==> src/design/pte_pkg.sv <==
package pte_pkg;

  // fixed widths of the value fields (Q1.31 by default)
  localparam int DATA_W = 32;
  localparam int PROD_W = 2 * DATA_W;
  localparam int CFG_W  = 4;
  localparam int ROW_W  = 3;
  localparam int OP_W   = 2;

  // parameter defaults
  localparam int MAX_STATES_DEF = 8;
  localparam int TIME_BITS_DEF  = 16;
  localparam int FRAC_BITS_DEF  = 31;

  typedef enum logic [OP_W-1:0] {
    OP_LOAD_INIT  = 2'd0,
    OP_LOAD_TRANS = 2'd1,
    OP_LOAD_EXIT  = 2'd2,
    OP_QUERY      = 2'd3
  } op_t;

  // control broadcast from the sequencer to every cell
  typedef struct packed {
    logic load;      // query start: w <= alpha, idx <= own index, acc <= 0
    logic issue;     // one MAC issue, ring rotates one place
    logic use_exit;  // final pass: multiply by exit entry instead of T
    logic latch;     // end of a step: w <= acc, acc <= 0
  } ctl_t;

endpackage

==> src/design/pte_cell.sv <==
module pte_cell #(
  parameter int MAX_STATES = pte_pkg::MAX_STATES_DEF,
  parameter int FRAC_BITS  = pte_pkg::FRAC_BITS_DEF,
  parameter int CELL_IDX   = 0,
  localparam int IDX_W     = (MAX_STATES > 1) ? $clog2(MAX_STATES) : 1
) (
  input  logic                       clk,
  input  logic                       rst,
  input  pte_pkg::ctl_t              ctl,
  input  logic                       active,
  input  logic                       wr_alpha,
  input  logic                       wr_exit,
  input  logic                       wr_col,
  input  logic [IDX_W-1:0]           wr_addr,
  input  logic [pte_pkg::DATA_W-1:0] wr_data,
  input  logic [pte_pkg::DATA_W-1:0] w_in,
  input  logic [pte_pkg::DATA_W-1:0] t_in,
  input  logic [IDX_W-1:0]           idx_in,
  output logic [pte_pkg::DATA_W-1:0] w_out,
  output logic [pte_pkg::DATA_W-1:0] t_out,
  output logic [IDX_W-1:0]           idx_out,
  output logic [pte_pkg::DATA_W-1:0] acc_out
);
  import pte_pkg::*;

  // column CELL_IDX of T, indexed by source state
  logic [DATA_W-1:0] col_mem [MAX_STATES];
  logic [DATA_W-1:0] alpha;
  logic [DATA_W-1:0] texit;
  logic [DATA_W-1:0] w;
  logic [DATA_W-1:0] acc;
  logic [IDX_W-1:0]  idx;
  logic [PROD_W-1:0] prod;
  logic              prod_vld;

  logic [DATA_W-1:0] operand;
  logic [PROD_W-1:0] prod_sh;
  logic [DATA_W-1:0] prod_sat;
  logic [DATA_W:0]   sum;
  logic [DATA_W-1:0] sum_sat;
  logic              rot;

  assign rot     = ctl.issue & active;
  assign operand = ctl.use_exit ? texit : col_mem[idx];

  // truncate by FRAC_BITS, saturate to the field width
  assign prod_sh  = prod >> FRAC_BITS;
  assign prod_sat = (prod_sh[PROD_W-1:DATA_W] != '0) ? '1 : prod_sh[DATA_W-1:0];
  assign sum      = {1'b0, acc} + {1'b0, prod_sat};
  assign sum_sat  = sum[DATA_W] ? '1 : sum[DATA_W-1:0];

  always_ff @(posedge clk) begin
    if (rst) begin
      for (int i = 0; i < MAX_STATES; i++) begin
        col_mem[i] <= '0;
      end
      alpha    <= '0;
      texit    <= '0;
      prod_vld <= 1'b0;
    end else begin
      if (wr_col) begin
        col_mem[wr_addr] <= wr_data;
      end
      if (wr_alpha) begin
        alpha <= wr_data;
      end
      // exit entry rides the ring with w and comes home after m places
      if (wr_exit) begin
        texit <= wr_data;
      end else if (rot) begin
        texit <= t_in;
      end
      prod_vld <= ctl.issue;
    end
  end

  always_ff @(posedge clk) begin
    if (ctl.load) begin
      w   <= alpha;
      idx <= IDX_W'(CELL_IDX);
    end else if (rot) begin
      w   <= w_in;
      idx <= idx_in;
    end else if (ctl.latch) begin
      w <= acc;
    end
    prod <= PROD_W'(w) * PROD_W'(operand);
    if (ctl.load || ctl.latch) begin
      acc <= '0;
    end else if (prod_vld) begin
      acc <= sum_sat;
    end
  end

  assign w_out   = w;
  assign t_out   = texit;
  assign idx_out = idx;
  assign acc_out = acc;

endmodule

==> config.mk <==
export PLATFORM = sky130hd
export DESIGN_NAME = pte_cell
export DESIGN_NICKNAME = d
export VERILOG_FILES = /design/src/design/pte_pkg.sv /design/src/design/pte_cell.sv
export SDC_FILE = /design/constraint.sdc
export NUM_CORES = 2
export LEC_CHECK = 0
export ABC_CLOCK_PERIOD_IN_PS = 21500
export BUFFER_PORTS_ARGS = -buffer_cell sky130_fd_sc_hd__buf_2
export CAP_MARGIN = 10
export CORE_UTILIZATION = 70
export DETAILED_ROUTE_END_ITERATION = 12
export MAX_ROUTING_LAYER = met4
export PLACE_DENSITY = 0.85
export SLEW_MARGIN = 20
export SYNTH_ARGS = -nofsm -noshare
export SYNTH_HDL_FRONTEND = slang
export SYNTH_SLANG_ARGS = --single-unit
==> constraint.sdc <==
create_clock -name clk -period 21.5 [get_ports clk]
set_input_delay 4.3 -clock clk [delete_from_list [all_inputs] [get_ports clk]]
set_output_delay 4.3 -clock clk [all_outputs]
set_load 0.005 [all_outputs]
# Word level (Yosys, flattened, before mapping)
# Memories as Yosys holds them, arrays and structs flattened. A register that Yosys moved wholly into a read port is not among the register bits.
# Cells that the tools add are included.
# totals
output_inout_bits	99
mem_count	1
in_bits	112
word_cells	33
regBits	196
ramBits	256
# memory_table
memory	depth	width	read_ports	rd_ports_with_merged_regs	wr	line_no	source
col_mem	8	32	1	1	8	pte_cell.sv:27	logic [DATA_W-1:0] col_mem [MAX_STATES];
# op_classes
n_mux	18
multipliers	1
n_reduce_logical	4
add_sub_neg	1
bitwise	1
# op_table
op	count
$mux W32	9
$mul A32 B32 Y64	1
$add A32 B32 Y33	1
$reduce_or A32 Y1	1
$mux W3	3
$mux W1	6
$reduce_bool A3 Y1	1
$reduce_bool A2 Y1	1
$and A1 B1 Y1	1
$logic_or A1 B1 Y1	1

# Longest topological paths before layout
# logic_depth
ltp_word	5
mapped_depth	34
depth_no_buf	31

# Worst setup path after synthesis
# Ideal clock, no wire load.
# synth_timing
kind	input to register
from	input ctl[1] in the netlist's numbering
to	register prod[58]
n_path_buf	3
setup_ns	0.127
cell_stages	31
arrival_ns	11.919
required_time_ns	21.373
setup_slack_ns	9.453
path_cell_list	buf_1 > clkbuf_1 > nor2_1 > a21oi_1 > clkbuf_1 > nor2b_1 > fa_1 > inv_1 > fa_1 > fa_1 > fa_1 > inv_1 > fa_1 > inv_1 > fa_1 > inv_1 > fa_1 > inv_1 > fa_1 > inv_1 > ha_1 > nand2_1 > nor2_1 > a2111oi_0 > o311ai_0 > o211ai_1 > o211ai_1 > a21oi_2 > o21ai_1 > nor4_1 > nor3_1
# synth_between
elab_chain_len	2
# synth_rtl
item	line_no	source
start: declaration	pte_cell.sv:9	input pte_pkg::ctl_t ctl,
$mux W32	pte_cell.sv:44	assign operand = ctl.use_exit ? texit : col_mem[idx];
$mul A32 B32 Y64	pte_cell.sv:87	prod <= PROD_W'(w) * PROD_W'(operand);
end signal: assignment	pte_cell.sv:87	
end: declaration	pte_cell.sv:33	logic [PROD_W-1:0] prod;
# No other way between the ends.
# A chain may end at the register's enable or synchronous reset.

# Worst setup path in the final report
# Ends and elaborated chain as after synthesis.

==> results list <==
- Of the total power, the clock network draws 0.088.
- Syn nets: 6524
- Clock tree from TritonCTS: built
- Shortest period the worst path allows: 12770 ps
- The detail route stage leaves a number of antenna-violating nets equal to 0.
- The wire-length estimate of the detail-placed layout is 101000 um.
- Number of standard cells after synthesis: 5224
- In the final timing run, aggregate negative setup slack is 0 ps.
- Most used routing layer: met2
- Complex-gate fraction of the synthesized area: 0.0526
* Global Route Usage Sum: 0.410
- Of the total synthesized cell area, the portion taken by full adders, half adders and majority gates is 0.412.
- Setup violations remaining at the end of the flow were counted as 0.
* Nets: 6550
- Met3 capacity usage during global routing: 0.0712
- Summing every instance area after synthesis gives 0.0524 mm2.
- Of the post-synthesis cell area, the part taken by muxes is 0.0457.
- Place WS: 8380 ps
* Fraction of layout cells with a size suffix above 1: 0.0973
- The area growth from synthesis to layout is 6.37%.
* Area share of xor/xnor cells in the synthesized design: 0.0109
- By area, the combinational part of the netlist is dominated by adder cells.
- Share of async-settable or async-resettable flops after synthesis: 0
- The worst setup path is launched from a primary input.
- Number of fillers in the final layout: 4786
- Final critical-path share of the clock period: 0.594
* Post-DR wirelength/cell: 23.1 um
* Routing usage on met1: 0.507
* Pin count of the biggest net entering global routing: 76
* Clk Tree Root Cell: sky130_fd_sc_hd__clkbuf_16
- Leaving out fill and tap cells, the most frequent cell in the layout is sky130_fd_sc_hd__inv_1.
- Flops & latches, synth: 424
- For this design the top-level I/O count stands at 211.
* Slew at the pin with the worst max-slew slack: 1170 ps
* Dominant register cell in the synthesized netlist: sky130_fd_sc_hd__edfxtp_1
- Once the clock tree was built, the resizer swapped 0 gates to a different size.
* Number of buffers added for setup after CTS: 0
* Distinct cell type count of the synthesized netlist: 61
- For this run, design rule violations remaining after detail routing come to 0.
- The first global-routing pass estimated 229000 um of wire.
* Slew Limit Headroom: 0.218
* Reg-to-reg critical path endpoint: prod[58]
- Height of the die: 276 um
* Number of vias per cell after detailed routing: 6.19
- Lkg Pwr: 0.0259 uW
- The clock net in this run drives a total of 424 sinks.
- Worst min-delay path class: reg -> reg
- For this design, the slowest cell found on the critical path is sky130_fd_sc_hd__a2111oi_0.
- Core area: 0.0735 mm2
- Based on the critical path, the design can be clocked at up to 0.0783 GHz.
- The share of total power dissipated in sequential elements is 0.122.
- Max stage delay on crit path: 770 ps
* Worst reg-to-reg setup slack: 10910 ps
- RSZ-0062 raised after global routing: no
- Of the synthesized area, sequential elements account for 0.217.
* CTS Buffer Depth: 3
- The analysis attributes to net switching a power of 4440 uW.
- Global routing met2 resource utilization: 0.654
- The initial antenna violation count was 12.
* Post-synth EDFFs: 288
- Drt first-iter violations: 3534
- Final worst slack: 8730 ps
- Clock-pin slew on the worst setup and hold paths: 70 ps
- Clock latency on the worst-skew pair, taken at its later pin, is 550 ps.
* Worst reg-to-reg path cell count: 32
- Of the total synthesized cell area, the portion taken by AND, OR, NAND and NOR gates is 0.175.
- For this block, the routed nets add up to 144000 um of wire.
- The number of hold buffers added after CTS was 0.
- The flow ran to the end, and the final reports show no timing, DRC or antenna violations.
- The worst-case IR drop observed on VDD is 0.231 mV.
- The via count of the first global-routing pass is 41.4k.
- Floorplan row count: 99
- By startpoint and endpoint, the worst setup path is classified as in -> reg.
- PortBufs: 210
* Internal Pwr Total: 4120 uW
- Combinational share of power: 0.790
- The total count of hold-check failures in the final report is 0.
- Worst hold path depth: 2
- Top library cells by usage in the layout, fill and taps aside: sky130_fd_sc_hd__inv_1, sky130_fd_sc_hd__fa_1, sky130_fd_sc_hd__and2_1
* Final Max Slew Viols: 0
- Along the worst path, the maximum fanout reaches 38.
- Across all layers, the routed design uses 38.7k vias.
* Starting Density: 0.713
- At the worst endpoint, the required time is 21930 ps.
- In this run the most critical hold path is launched from idx_out[1].
- The Yosys step of the flow raised 0 warnings.
* Number of H-tree levels: 2
- Data arrival time of the critical path: 13200 ps
- Switching part of the total: 0.519
- Die boundary width: 276 um
- Power density normalized to cell area: 154 mW/mm2
* Final weighted congestion in routability-driven placement: 0.939
- Kind of capture point of the worst setup path: register
- CTS buffer count: 40
- Global routing finished with a remaining overflow of 0.
* Pre-Repair DR Iteration Count: 6
- Across the routed clock network, the largest skew measured is 20.1 ps.
- Total die area: 0.0759 mm2
* Mean cell area of the mapped netlist: 10.0 um2
- The tool flagged a number of max-cap violations equal to 0.
## power by group through the flow
stage	logic, uW	registers (uW)	clock network [uW]
2_1_floorplan	4770	1040	0
3_3_place_gp	6570	1060	0
3_5_place_dp	6620	1060	0
4_1_cts	6730	1050	746
5_1_grt	7510	1050	779
6_report	6760	1050	751
## final cells by class
class | instances | area [um2] | area share
multi-input cells | 3593 | 36700 | 0.658
flip-flops and latches | 424 | 11400 | 0.204
inverters | 900 | 3380 | 0.0606
repair buffers | 291 | 1660 | 0.0299
well taps | 959 | 1200 | 0.0215
clock buffers | 49 | 1100 | 0.0197
clock inverters | 25 | 284 | 0.00510
diodes | 14 | 35.0 | 0.000629
## kinds of logic (layout without fill, tap and decap cells)
| family | Yosys count | after routing |
|---|---|---|
| xor+xnor | 65 | 65 |
| mux | 163 | 163 |
| compound gates | 462 | 462 |
| fa+ha+maj | 1188 | 1188 |
| other cells | 0 | 14 |
| buf+inv | 1207 | 1265 |
| flops | 424 | 424 |
| simple gates | 1715 | 1715 |
## metal layers
metal / vias to the layer above / routed length (um)
met5: - / 0
met4: 0 / 8710
met3: 575 / 15100
met2: 2402 / 69300
met1: 19500 / 51200
li1: 16200 / -
## per-stage QoR
step	instances	total power, uW	cell area [um2]	hold slack, ps	utilization
after floorplan	5224	5820	52400	460	-
after global placement	6167	7630	54300	455	0.739
after detailed placement	6167	7680	54300	468	0.739
after CTS	6241	8520	55700	479	0.758
after global routing	6250	9340	55700	503	0.758
final	6255	8560	55700	483	0.759
## flip-flops by register name, summed over array words and instances, names as in the netlist, named ones only
| signal | cells |
|---|---|
| alpha | 32 |
| acc_out | 32 |
| idx_out | 3 |
| w_out | 32 |
| t_out | 32 |
| prod | 33 |
| prod_vld | 1 |
| col_mem | 256 |
## Yosys cell counts, types with 109 or more instances
| library cell | n | area share |
|---|---|---|
| sky130_fd_sc_hd__nand2_1 | 481 | 0.034 |
| sky130_fd_sc_hd__and2_1 | 555 | 0.066 |
| sky130_fd_sc_hd__o21ai_0 | 109 | 0.010 |
| sky130_fd_sc_hd__ha_1 | 292 | 0.070 |
| sky130_fd_sc_hd__dfxtp_1 | 136 | 0.052 |
| sky130_fd_sc_hd__nor2b_1 | 330 | 0.039 |
| sky130_fd_sc_hd__clkbuf_1 | 279 | 0.020 |
| sky130_fd_sc_hd__nor2_1 | 127 | 0.0091 |
| sky130_fd_sc_hd__a21oi_1 | 200 | 0.019 |
| sky130_fd_sc_hd__edfxtp_1 | 288 | 0.17 |
| sky130_fd_sc_hd__fa_1 | 896 | 0.34 |
| sky130_fd_sc_hd__inv_1 | 900 | 0.064 |
## worst max path at each step
stage / slack [ps] / end / from / cells after the start
4_1_cts: 8840 / prod[60] / ctl[1] / 28
3_3_place_gp: 8510 / prod[58] / ctl[1] / 33
5_1_grt: 8240 / prod[58] / ctl[1] / 33
2_1_floorplan: 9450 / prod[58] / ctl[1] / 31
3_5_place_dp: 8380 / prod[58] / ctl[1] / 33
6_report: 8730 / prod[58] / ctl[1] / 33
## critical path: cells and delay by family
kind                       cells  cell delay [ps]
and+or+nand+nor                6              920
buffers and inverters         11             1840
AOI/OAI and AO/OA              7             2230
adders and majority gates      9             3860
No activity file was read; power rests on OpenSTA's default activity.
