$ cat src/design/pte_pkg.sv
package pte_pkg;

  // fixed widths of the value fields (Q1.31 by default)
  localparam int DATA_W = 32;
  localparam int PROD_W = 2 * DATA_W;
  localparam int CFG_W  = 4;
  localparam int ROW_W  = 3;
  localparam int OP_W   = 2;

  // parameter defaults
  localparam int MAX_STATES_DEF = 8;
  localparam int TIME_BITS_DEF  = 16;
  localparam int FRAC_BITS_DEF  = 31;

  typedef enum logic [OP_W-1:0] {
    OP_LOAD_INIT  = 2'd0,
    OP_LOAD_TRANS = 2'd1,
    OP_LOAD_EXIT  = 2'd2,
    OP_QUERY      = 2'd3
  } op_t;

  // control broadcast from the sequencer to every cell
  typedef struct packed {
    logic load;      // query start: w <= alpha, idx <= own index, acc <= 0
    logic issue;     // one MAC issue, ring rotates one place
    logic use_exit;  // final pass: multiply by exit entry instead of T
    logic latch;     // end of a step: w <= acc, acc <= 0
  } ctl_t;

endpackage

$ cat src/design/pte_ctrl.sv
module pte_ctrl #(
  parameter int MAX_STATES = pte_pkg::MAX_STATES_DEF,
  parameter int TIME_BITS  = pte_pkg::TIME_BITS_DEF,
  localparam int CNT_W     = $clog2(MAX_STATES + 1)
) (
  input  logic                 clk,
  input  logic                 rst,
  input  logic                 query,
  input  logic [TIME_BITS-1:0] k,
  input  logic [CNT_W-1:0]     m_in,
  output logic                 busy,
  output logic                 emit,
  output logic [CNT_W-1:0]     m,
  output pte_pkg::ctl_t        ctl
);
  import pte_pkg::*;

  typedef enum logic [2:0] {
    S_IDLE,
    S_ISSUE,
    S_DRAIN,
    S_LATCH,
    S_FINISH
  } state_t;

  state_t               state;
  logic [CNT_W-1:0]     cnt;
  logic [TIME_BITS-1:0] steps_left;
  logic                 final_ph;

  always_ff @(posedge clk) begin
    if (rst) begin
      state      <= S_IDLE;
      cnt        <= '0;
      steps_left <= '0;
      final_ph   <= 1'b0;
      m          <= '0;
    end else begin
      unique case (state)
        S_IDLE: begin
          if (query) begin
            m          <= m_in;
            steps_left <= k;
            final_ph   <= (k == '0);
            cnt        <= '0;
            state      <= (m_in == '0) ? S_FINISH : S_ISSUE;
          end
        end
        S_ISSUE: begin
          cnt <= cnt + 1'b1;
          if (cnt == m - 1'b1) begin
            state <= S_DRAIN;
          end
        end
        S_DRAIN: begin
          state <= final_ph ? S_FINISH : S_LATCH;
        end
        S_LATCH: begin
          steps_left <= steps_left - 1'b1;
          final_ph   <= (steps_left == TIME_BITS'(1));
          cnt        <= '0;
          state      <= S_ISSUE;
        end
        S_FINISH: begin
          state <= S_IDLE;
        end
        default: begin
          state <= S_IDLE;
        end
      endcase
    end
  end

  assign busy         = (state != S_IDLE);
  assign emit         = (state == S_FINISH);
  assign ctl.load     = query & (state == S_IDLE);
  assign ctl.issue    = (state == S_ISSUE);
  assign ctl.use_exit = final_ph;
  assign ctl.latch    = (state == S_LATCH);

endmodule

$ cat config.mk
export PLATFORM = sky130hd
export DESIGN_NAME = pte_ctrl
export DESIGN_NICKNAME = d
export VERILOG_FILES = /design/src/design/pte_pkg.sv /design/src/design/pte_ctrl.sv
export SDC_FILE = /design/constraint.sdc
export NUM_CORES = 1
export LEC_CHECK = 0
export ABC_AREA = 1
export BUFFER_PORTS_ARGS = -buffer_cell sky130_fd_sc_hd__clkbuf_2
export CORE_MARGIN = 3
export CORE_UTILIZATION = 45
export CTS_CLUSTER_SIZE = 24
export DETAILED_ROUTE_END_ITERATION = 6
export PLACE_DENSITY = 0.66
export SYNTH_ARGS = -nofsm -noshare
export SYNTH_HDL_FRONTEND = slang
export SYNTH_SLANG_ARGS = --single-unit
$ cat constraint.sdc
create_clock -name clk -period 1.7 [get_ports clk]
set_clock_uncertainty 0.15 [all_clocks]
set_input_delay 0.17 -clock clk [delete_from_list [all_inputs] [get_ports clk]]
set_output_delay 0.17 -clock clk [all_outputs]
set_load 0.01 [all_outputs]
---- Yosys cells after proc, flatten, opt, wreduce, memory -nomap -nowiden ----
Cells that the tools add are included.
word-level totals
  bits in registers ....................... 28
  input port bits ......................... 23
  output and inout bits ................... 10
operators by class
  add/sub/neg operators ................... 3
  eq/ne operators ......................... 8
  multiplexer cells ....................... 11
  bitwise operators ....................... 1
  reduce and logical (&&, ||, !) cells .... 10
operators by type and width
  kind                     number
  $pmux W16 S2             1
  $eq A16 B1 Y1 const B    1
  $logic_not A16 Y1        1
  $mux W16                 1
  $sub A16 B1 Y16 const B  1
  $mux W3                  4
  $pmux W3 S4              1
  $pmux W4 S3              1
  $reduce_and A2 Y1        4
  $eq A3 B2 Y1 const B     2
  $reduce_bool A3 Y1       2
  $add A4 B1 Y4 const B    1
  $eq A4 B4 Y1             1
  $logic_not A4 Y1         1
  $mux W4                  1
  $sub A4 B1 Y4 const B    1
  $eq A3 B1 Y1 const B     1
  $eq A3 B3 Y1 const B     1
  $logic_not A3 Y1         1
  $ne A2 B1 Y1 const B     1
  $ne A2 B2 Y1 const B     1
  $pmux W1 S2              1
  $reduce_bool A2 Y1       1
  $and A1 B1 Y1            1
  $mux W1                  1

---- Depth between registers and ports, before layout ----
Gate-level depths: netlist of the first run.
  depth in word-level cells ............... 4
  mapped depth ............................ 13
  depth with buffers taken out ............ 13

---- Least setup slack after synthesis of the first run ----
OpenSTA, ideal clock, no wires.
  path kind ............................... register -> register
  start point ............................. register m[0]
  end point ............................... register state[0]
  arrival time ............................ 1.292 ns
  required time ........................... 1.440 ns
  setup slack ............................. 0.148 ns
  cell stages (with the launch flop) ...... 11
  period minus slack after synthesis ...... 1.552 ns
  cells stage by stage .................... dfxtp_1 -> inv_1 -> ha_1 -> xor2_1 -> nand2_1 -> nor2_1 -> nand2_1 -> nand2_1 -> o21ai_0 -> nand2_1 -> inv_1
on the way
  cells in the longest elaborated chain, start to end .. 4
ends and longest elaborated chain
  item                         RTL line        RTL
  start: declaration           pte_ctrl.sv:13  output logic [CNT_W-1:0] m,
  start signal: assignment     pte_ctrl.sv:42  m <= m_in;
  $sub A4 B1 Y4                pte_ctrl.sv:51  if (cnt == m - 1'b1) begin
  $eq A4 B4 Y1                 pte_ctrl.sv:51
  $ne A2 B1 Y1 (no line)       --
  $reduce_and A2 Y1 (no line)  --
  end signal: assignment       pte_ctrl.sv:46  state <= (m_in == '0) ? S_FINISH : S_ISSUE;
  end signal: assignment       pte_ctrl.sv:56  state <= final_ph ? S_FINISH : S_LATCH;
  end: declaration             pte_ctrl.sv:26  state_t state;
Every way passes these cells.
A chain may end at the register's enable or synchronous reset.

==> flow_summary.json, run 1 <==
{
  "finalWorstSetupSlack_ns": 0.0955,
  "totalWireLength_um": 4740,
  "cts_made_buffers": 3,
  "p_leak_nw": 1.07,
  "ctsHoldBuffers": 0,
  "finalCritPeriodShare": 0.944,
  "clock_path_buffers": 2,
  "crit_fanout": 10,
  "pin_count": 33,
  "yosys_warnings": 0,
  "r2r_cells": 10,
  "core_area_um2": 3830,
  "vias_per_cell": 4.97,
  "synth_cell_types": 35,
  "holdWs_ns": 0.0106,
  "p_per_area_nw_per_um2": 1530,
  "setup_viol": 0,
  "ant_nets": 0,
  "antenna_cells": 0,
  "final_common_cell": "nand2_1",
  "cp_data_required_time_ns": 1.38,
  "start_util": 0.491,
  "synth-seq-area-share": 0.298,
  "syn_nets": 322,
  "die_area_um2": 4980,
  "final_cell_mix": "nand2_1 (73), nor2_1 (41), inv_1 (33)",
  "cts.sink_count": 28,
  "tightest_slew_ns": 0.470,
  "critical_path_arrival_ns": 1.28,
  "dp_slack_ns": 0.0611,
  "first_pass_iters": 4,
  "fin_nets": 364,
  "synth_area_um2": 1880,
  "ys_ff_latch": 28,
  "drive_gt1_frac": 0.232,
  "grt_usage": 0.200,
  "grt_pass1_wl_um": 8110,
  "vias": 1908,
  "clk_latency_ns": 0.28,
  "cp-startpoint": "state[0]",
  "critPathCaptureType": "output pin",
  "grt_max_degree": 19,
  "drc": 0,
  "clkSlewWorstSetupHoldPaths_ns": 0.10,
  "die_w_um": 70.6,
  "num_rows": 22,
  "multi_input_area_um2": 1120,
  "critical_path_class": "register to output pin",
  "cts_tree": "built",
  "wl_per_cell_um": 12.3,
  "portBuffers": 32,
  "die_h_um": 70.6,
  "flow.area_growth_from_synthesis_pct": 17.6,
  "grt_overflow": 0,
  "synthCells": 295,
  "cts_htree_levels": 1,
  "grt_pass1_vias": 1742,
  "reg2reg_from": "m[0]",
  "power.total_mw": 3.39,
  "status": "finished clean",
  "hold_path_class": "primary input to register",
  "worstHoldPathCells": 3,
  "max_slew_margin": 0.686,
  "gp_congestion": 0.885,
  "hold_viol": 0,
  "avgSynthCellArea_um2": 6.37,
  "fill_cells": 393,
  "rrSetupSlack_ns": 0.12,
  "maxSlewViolCount": 0,
  "peakVddDrop_v": 0.000864,
  "drtIter0Drc": 89,
  "antenna_found_initial": 0,
  "crit_path_start_kind": "register",
  "root_buffer": "clkbuf_8",
  "dp_hpwl_um": 3680,
  "maxCapViolCount": 0,
  "fmax_ghz": 0.623,
  "min_from": "k[8]",
  "min_period_ns": 1.60,
  "register_area_um2": 564
}
-- report_power, final --
group          internal, mW  switching (mW)
Clock                 0.208           0.207
Combinational         0.713            1.22
Sequential            0.841           0.196
-- metal layers --
metal	track usage	vias up	part of all wire
met4	0.0522	0	0.0089
met5	0	-	0
met1	0.296	827	0.52
met3	0.0455	4	0.056
met2	0.292	44	0.42
li1	-	1033	-
-- registers in the layout (all words and copies together), names as in the netlist --
name / flops
state: 3
final_ph: 1
m: 4
cnt: 4
steps_left: 16
-- cells in the mapped netlist, drive strengths merged --
library cell  count  share of area
o221ai            2          0.013
ha                4          0.027
a21oi            21          0.062
and3              1         0.0033
a31oi             3          0.010
buf               6          0.033
nor2             46          0.097
o211ai            2          0.011
and2              1         0.0033
o21ai            19          0.053
clkinv            1         0.0020
inv              38          0.076
dfxtp            28           0.30
nand4             4          0.013
xor2              4          0.019
clkbuf            2         0.0040
nor2b             1         0.0033
nor3b             1         0.0040
nor3              7          0.019
nand3            25          0.081
nand2            79           0.17
-- per-stage QoR --
step           area (um2)  std cells   util  setup TNS [ns]
3_5_place_dp         2100        377  0.550               0
2_1_floorplan        1880        295      -               0
3_3_place_gp         2100        377  0.550               0
6_report             2210        384  0.577               0
4_1_cts              2170        382  0.567               0
5_1_grt              2210        384  0.577        -0.00298
-- worst max-delay path: stages (launching register included) --
cell and delay, ns:
dfxtp_1 0.36, inv_2 0.09, nand2_2 0.07, nor2_4 0.11, nand2_4 0.09, inv_4 0.13, clkbuf_2 0.15
-- timing repair --
action	in CTS	in global routing
pin swaps	1	1
buffers inserted	1	2
endpoints found under the setup margin	3	14
gates resized for setup	3	12
-- cell families (layout without fill, tap and decap cells) --
group,Yosys count,count (layout),share of synthesized area
buffers and inverters,47,88,0.115
flip-flops,28,28,0.298
adder cells (fa/ha/maj),4,4,0.0266
XOR/XNOR,4,4,0.0187
AO/OA/AOI/OAI,47,47,0.148
AND/OR/NAND/NOR,165,165,0.393
-- final timing paths --
path / end
worst min-delay path: steps_left[8]
worst max-delay path: ctl[3]
worst min register to register: m[3]
worst max register to register: state[0]
-- cell type report --
type,instances,area share
Multi-Input combinational cell,220,0.507
Sequential cell,28,0.256
Timing Repair Buffer,45,0.118
Inverter,39,0.0674
Tap cell,48,0.0272
Clock buffer,4,0.0249
No activity file was read; power rests on OpenSTA's default activity.
==> inputs of run 2 (changes only) <==
Clock period 1.7 ns to 1.88 ns, I/O delays scaled along.
==> flow_summary.json, run 2 (synthesis gave the netlist of run 1 again) <==
{
  "finalSetupTns_ns": 0,
  "instances_no_fill": 377,
  "reg2reg_from": "steps_left[0]",
  "p_leak_nw": 1.04,
  "pin_count": 33,
  "finalCritPeriodShare": 0.935,
  "cts.sink_count": 28,
  "cp_data_required_time_ns": 1.54,
  "start_util": 0.491,
  "largest_reg_flops": 16,
  "die_h_um": 70.6,
  "grt_pass1_wl_um": 8140,
  "first_pass_iters": 4,
  "critical_path_class": "register to output pin",
  "cts_tree": "built",
  "p_per_area_nw_per_um2": 1430,
  "core_area_um2": 3830,
  "die_area_um2": 4980,
  "hold_viol": 0,
  "totalWireLength_um": 4740,
  "antenna_cells": 0,
  "r2r_cells": 8,
  "root_buffer": "clkbuf_8",
  "cts_setup_buffers": 0,
  "setup.worst_path.end": "ctl[0]",
  "cts_htree_levels": 1,
  "wl_per_cell_um": 12.6,
  "max_slew_margin": 0.707,
  "drc": 0,
  "portBuffers": 32,
  "hold_path_class": "primary input to register",
  "grt_pass1_vias": 1798,
  "drtIter0Drc": 108,
  "clkSlewWorstSetupHoldPaths_ns": 0.10,
  "grt_usage": 0.198,
  "register_area_um2": 561,
  "min_period_ns": 1.76,
  "maxSlewViolCount": 0,
  "gp_congestion": 0.884,
  "fill_cells": 391,
  "grt_max_degree": 19,
  "maxCapViolCount": 0,
  "cp-startpoint": "state[1]",
  "critPathCaptureType": "output pin",
  "drive_gt1_frac": 0.191,
  "dp.cells": 373,
  "dp_hpwl_um": 3630,
  "clk_latency_ns": 0.28,
  "die_w_um": 70.6,
  "fin_nets": 357,
  "top_regs": "steps_left (16), cnt (4), m (4)",
  "setup_viol": 0,
  "tightest_slew_ns": 0.439,
  "cts_made_buffers": 3,
  "multi_input_area_um2": 1100,
  "crit_fanout": 11,
  "status": "finished clean",
  "vias_per_cell": 5.10,
  "critical_path_arrival_ns": 1.42,
  "flow.area_growth_from_synthesis_pct": 14.3,
  "final_cell_mix": "nand2_1 (75), nor2_1 (42), inv_1 (35)",
  "fmax_ghz": 0.569,
  "vias": 1922,
  "clock_path_buffers": 2,
  "ant_nets": 0,
  "num_rows": 22,
  "top_register": "steps_left",
  "peakVddDrop_v": 0.000780,
  "antenna_found_initial": 0,
  "final_common_cell": "nand2_1",
  "crit_path_start_kind": "register",
  "rr_endpoint": "steps_left[8]",
  "rsz0062_at_grt": "false",
  "rrSetupSlack_ns": 0.21,
  "grt_overflow": 0
}
==> run 2: where the power goes <==
part / internal (mW) / switching, mW / total (mW)
logic: 0.569 / 1.09 / 1.66
registers: 0.757 / 0.179 / 0.936
clock network: 0.285 / 0.193 / 0.478
==> run 2: area by class of cell <==
class,instances,share of cell area
clock inverters,1,0.0140
inverters,39,0.0693
flip-flops and latches,28,0.261
well taps,48,0.0280
repair buffers,38,0.0956
multi-input cells,220,0.513
clock buffers,3,0.0192
==> run 2: what timing repair did <==
item,CTS,global route
hold buffers,0,0
endpoints found under the setup margin,0,3
gates resized for setup,0,2
==> run 2: worst min path at each step <==
stage	start	endpoint	slack, ns	cells past startpoint
CTS	k[8]	steps_left[8]	0.03	3
detailed placement	steps_left[11]	steps_left[11]	0.32	2
global placement	k[8]	steps_left[8]	0.32	3
global route	k[3]	steps_left[3]	0.03	3
finish	k[3]	steps_left[3]	0.03	3
floorplan	rst	steps_left[3]	0.11	1
==> run 2: metrics by stage <==
stage                     hold slack [ns]  area, um2   util  setup WS [ns]  power [mW]
after floorplan                     0.107       1880      -          0.328        2.20
after global placement              0.316       2070  0.542          0.250        2.56
after detailed placement            0.324       2070  0.542          0.261        2.57
after CTS                          0.0252       2140  0.560         0.0737        3.06
after global routing               0.0319       2150  0.561         0.0218        3.35
final                              0.0307       2150  0.561          0.121        3.07
==> run 2: critical path, stage by stage (launching register included) <==
cell and delay, ns:
dfxtp_1 0.47, nand3_4 0.20, inv_1 0.17, buf_4 0.16, clkbuf_2 0.13
==> run 2: metal layers <==
layer,track usage,up-vias,wire [um]
met5,0,-,0
met4,0.0501,0,46
met3,0.0227,4,255
met2,0.299,53,2020
met1,0.300,845,2420
li1,-,1020,-
==> inputs of run 3 (changes only) <==
Settings changed: BUFFER_PORTS_ARGS -buffer_cell sky130_fd_sc_hd__clkbuf_2 to unset, DONT_BUFFER_PORTS set to 1, PLACE_DENSITY 0.66 to unset.
==> flow_summary.json, run 3 (synthesis gave the netlist of run 1 again) <==
{
  "status": "finished clean",
  "dp_hpwl_um": 3500,
  "cts_htree_levels": 1,
  "die_h_um": 70.6,
  "rsz0062_at_grt": "false",
  "clkSlewWorstSetupHoldPaths_ns": 0.10,
  "maxSlewViolCount": 0,
  "first_pass_iters": 4,
  "setup.worst_path.end": "ctl[0]",
  "pin_count": 33,
  "finalCritPeriodShare": 0.915,
  "hold_viol": 0,
  "ant_nets": 0,
  "setup_viol": 0,
  "critPathCaptureType": "output pin",
  "path_cells": "inv_1 -> nand3_4 -> clkinvlp_4 -> buf_4",
  "clock_path_buffers": 2,
  "grt_pass1_vias": 1708,
  "tightest_slew_ns": 0.608,
  "cts_made_buffers": 3,
  "cp_slowest_cell": "dfxtp_1",
  "fin_util": 0.550,
  "cts_tree": "built",
  "crit_path_start_kind": "register",
  "rr_endpoint": "steps_left[5]",
  "register_area_um2": 562,
  "p_leak_nw": 0.941,
  "cp-startpoint": "state[2]",
  "largest_reg_flops": 16,
  "critical_path_arrival_ns": 1.38,
  "critical_path_class": "register to output pin",
  "totalWireLength_um": 4630,
  "p_per_area_nw_per_um2": 1350,
  "final_cell_mix": "nand2_1 (75), nor2_1 (41), inv_1 (35)",
  "crit_fanout": 12,
  "top_regs": "steps_left (16), cnt (4), m (4)",
  "portBuffers": 0,
  "fill_cells": 389,
  "cts.sink_count": 28,
  "vias_per_cell": 5.08,
  "die_area_um2": 4980,
  "rrSetupSlack_ns": 0.22,
  "r2r_cells": 8,
  "root_buffer": "clkbuf_8",
  "top_register": "steps_left",
  "core_area_um2": 3830,
  "hold_path_class": "primary input to register",
  "grt_usage": 0.193,
  "fin_nets": 339,
  "maxCapViolCount": 0,
  "min_period_ns": 1.72,
  "gp_congestion": 0.855,
  "vias": 1819,
  "drive_gt1_frac": 0.100,
  "wl_per_cell_um": 12.9,
  "die_w_um": 70.6,
  "clk_latency_ns": 0.28,
  "fmax_ghz": 0.581,
  "grt_overflow": 0,
  "drc": 0,
  "grt_max_degree": 16,
  "flow.area_growth_from_synthesis_pct": 12.1,
  "cp_data_required_time_ns": 1.54,
  "slowest_delay_ns": 0.33,
  "antenna_cells": 0,
  "peakVddDrop_v": 0.000704,
  "cts_setup_buffers": 0,
  "start_util": 0.491,
  "finalSetupTns_ns": 0,
  "drtIter0Drc": 76,
  "power.total_mw": 2.84,
  "num_rows": 22,
  "antenna_found_initial": 0,
  "reg2reg_from": "state[0]",
  "multi_input_area_um2": 1100,
  "max_slew_margin": 0.593,
  "grt_pass1_wl_um": 7880,
  "final_common_cell": "nand2_1"
}
==> run 3: cell types whose count changed in the layout (fill, tap and decap cells not counted) <==
cell,previous run,this run
clkbuf_2,32,0
dlygate4sd3_1,0,15
buf_4,6,5
bufinv_16,1,0
clkinvlp_4,0,1
dfxtp_1,28,27
dfxtp_2,0,1
inv_4,1,0
nor2_1,42,41
nor2_2,4,5
==> run 3: power breakdown <==
part,total (mW),switching (mW),leakage (nW),internal [mW]
logic,1.55,1.02,0.689,0.534
registers,0.952,0.193,0.230,0.759
clock network,0.334,0.190,0.0216,0.144
total,2.84,1.40,0.941,1.44
==> run 3: area by class of cell <==
class,instances,share of cell area
multi-input cells,220,0.524
flip-flops and latches,28,0.267
repair buffers,20,0.0892
inverters,39,0.0713
well taps,48,0.0285
clock buffers,3,0.0196
==> run 3: routing by layer <==
layer  global-route usage  share of wire  wire (um)
met1                0.280           0.52       2390
met2                0.307           0.43       2010
met3               0.0341          0.042        196
met4               0.0313         0.0067         31
met5                    0              0          0
==> run 3: how the worst min path moves through the flow <==
stage                     start             end  slack [ns]  cells past startpoint
after floorplan             rst   steps_left[3]        0.11                      1
after global placement      rst   steps_left[9]        0.10                      1
after detailed placement    rst   steps_left[9]        0.10                      1
after CTS                 k[14]  steps_left[14]       0.003                      4
after global routing      k[15]  steps_left[15]        0.01                      4
final                     k[15]  steps_left[15]       0.002                      4
==> run 3: repair_timing <==
item,CTS,global route
setup endpoints to repair,0,3
resized for setup,0,3
endpoints found under the hold margin,22,0
hold buffers,15,0
==> run 3: through the flow <==
stage | cell area (um2) | setup WS (ns) | instances | hold slack, ns
floorplan | 1880 | 0.328 | 295 | 0.107
global placement | 1910 | 0.233 | 340 | 0.103
detailed placement | 1910 | 0.190 | 340 | 0.104
CTS | 2100 | 0.0693 | 358 | 0.00271
global route | 2100 | 0.0335 | 358 | 0.0116
finish | 2100 | 0.159 | 358 | 0.00216
==> run 3: critical path: cells and delay by family, from the launching register on <==
kind                   cells  cell delay (ns)
buffers and inverters      3             0.57
AND/OR/NAND/NOR            1             0.21
flip-flops                 1             0.33
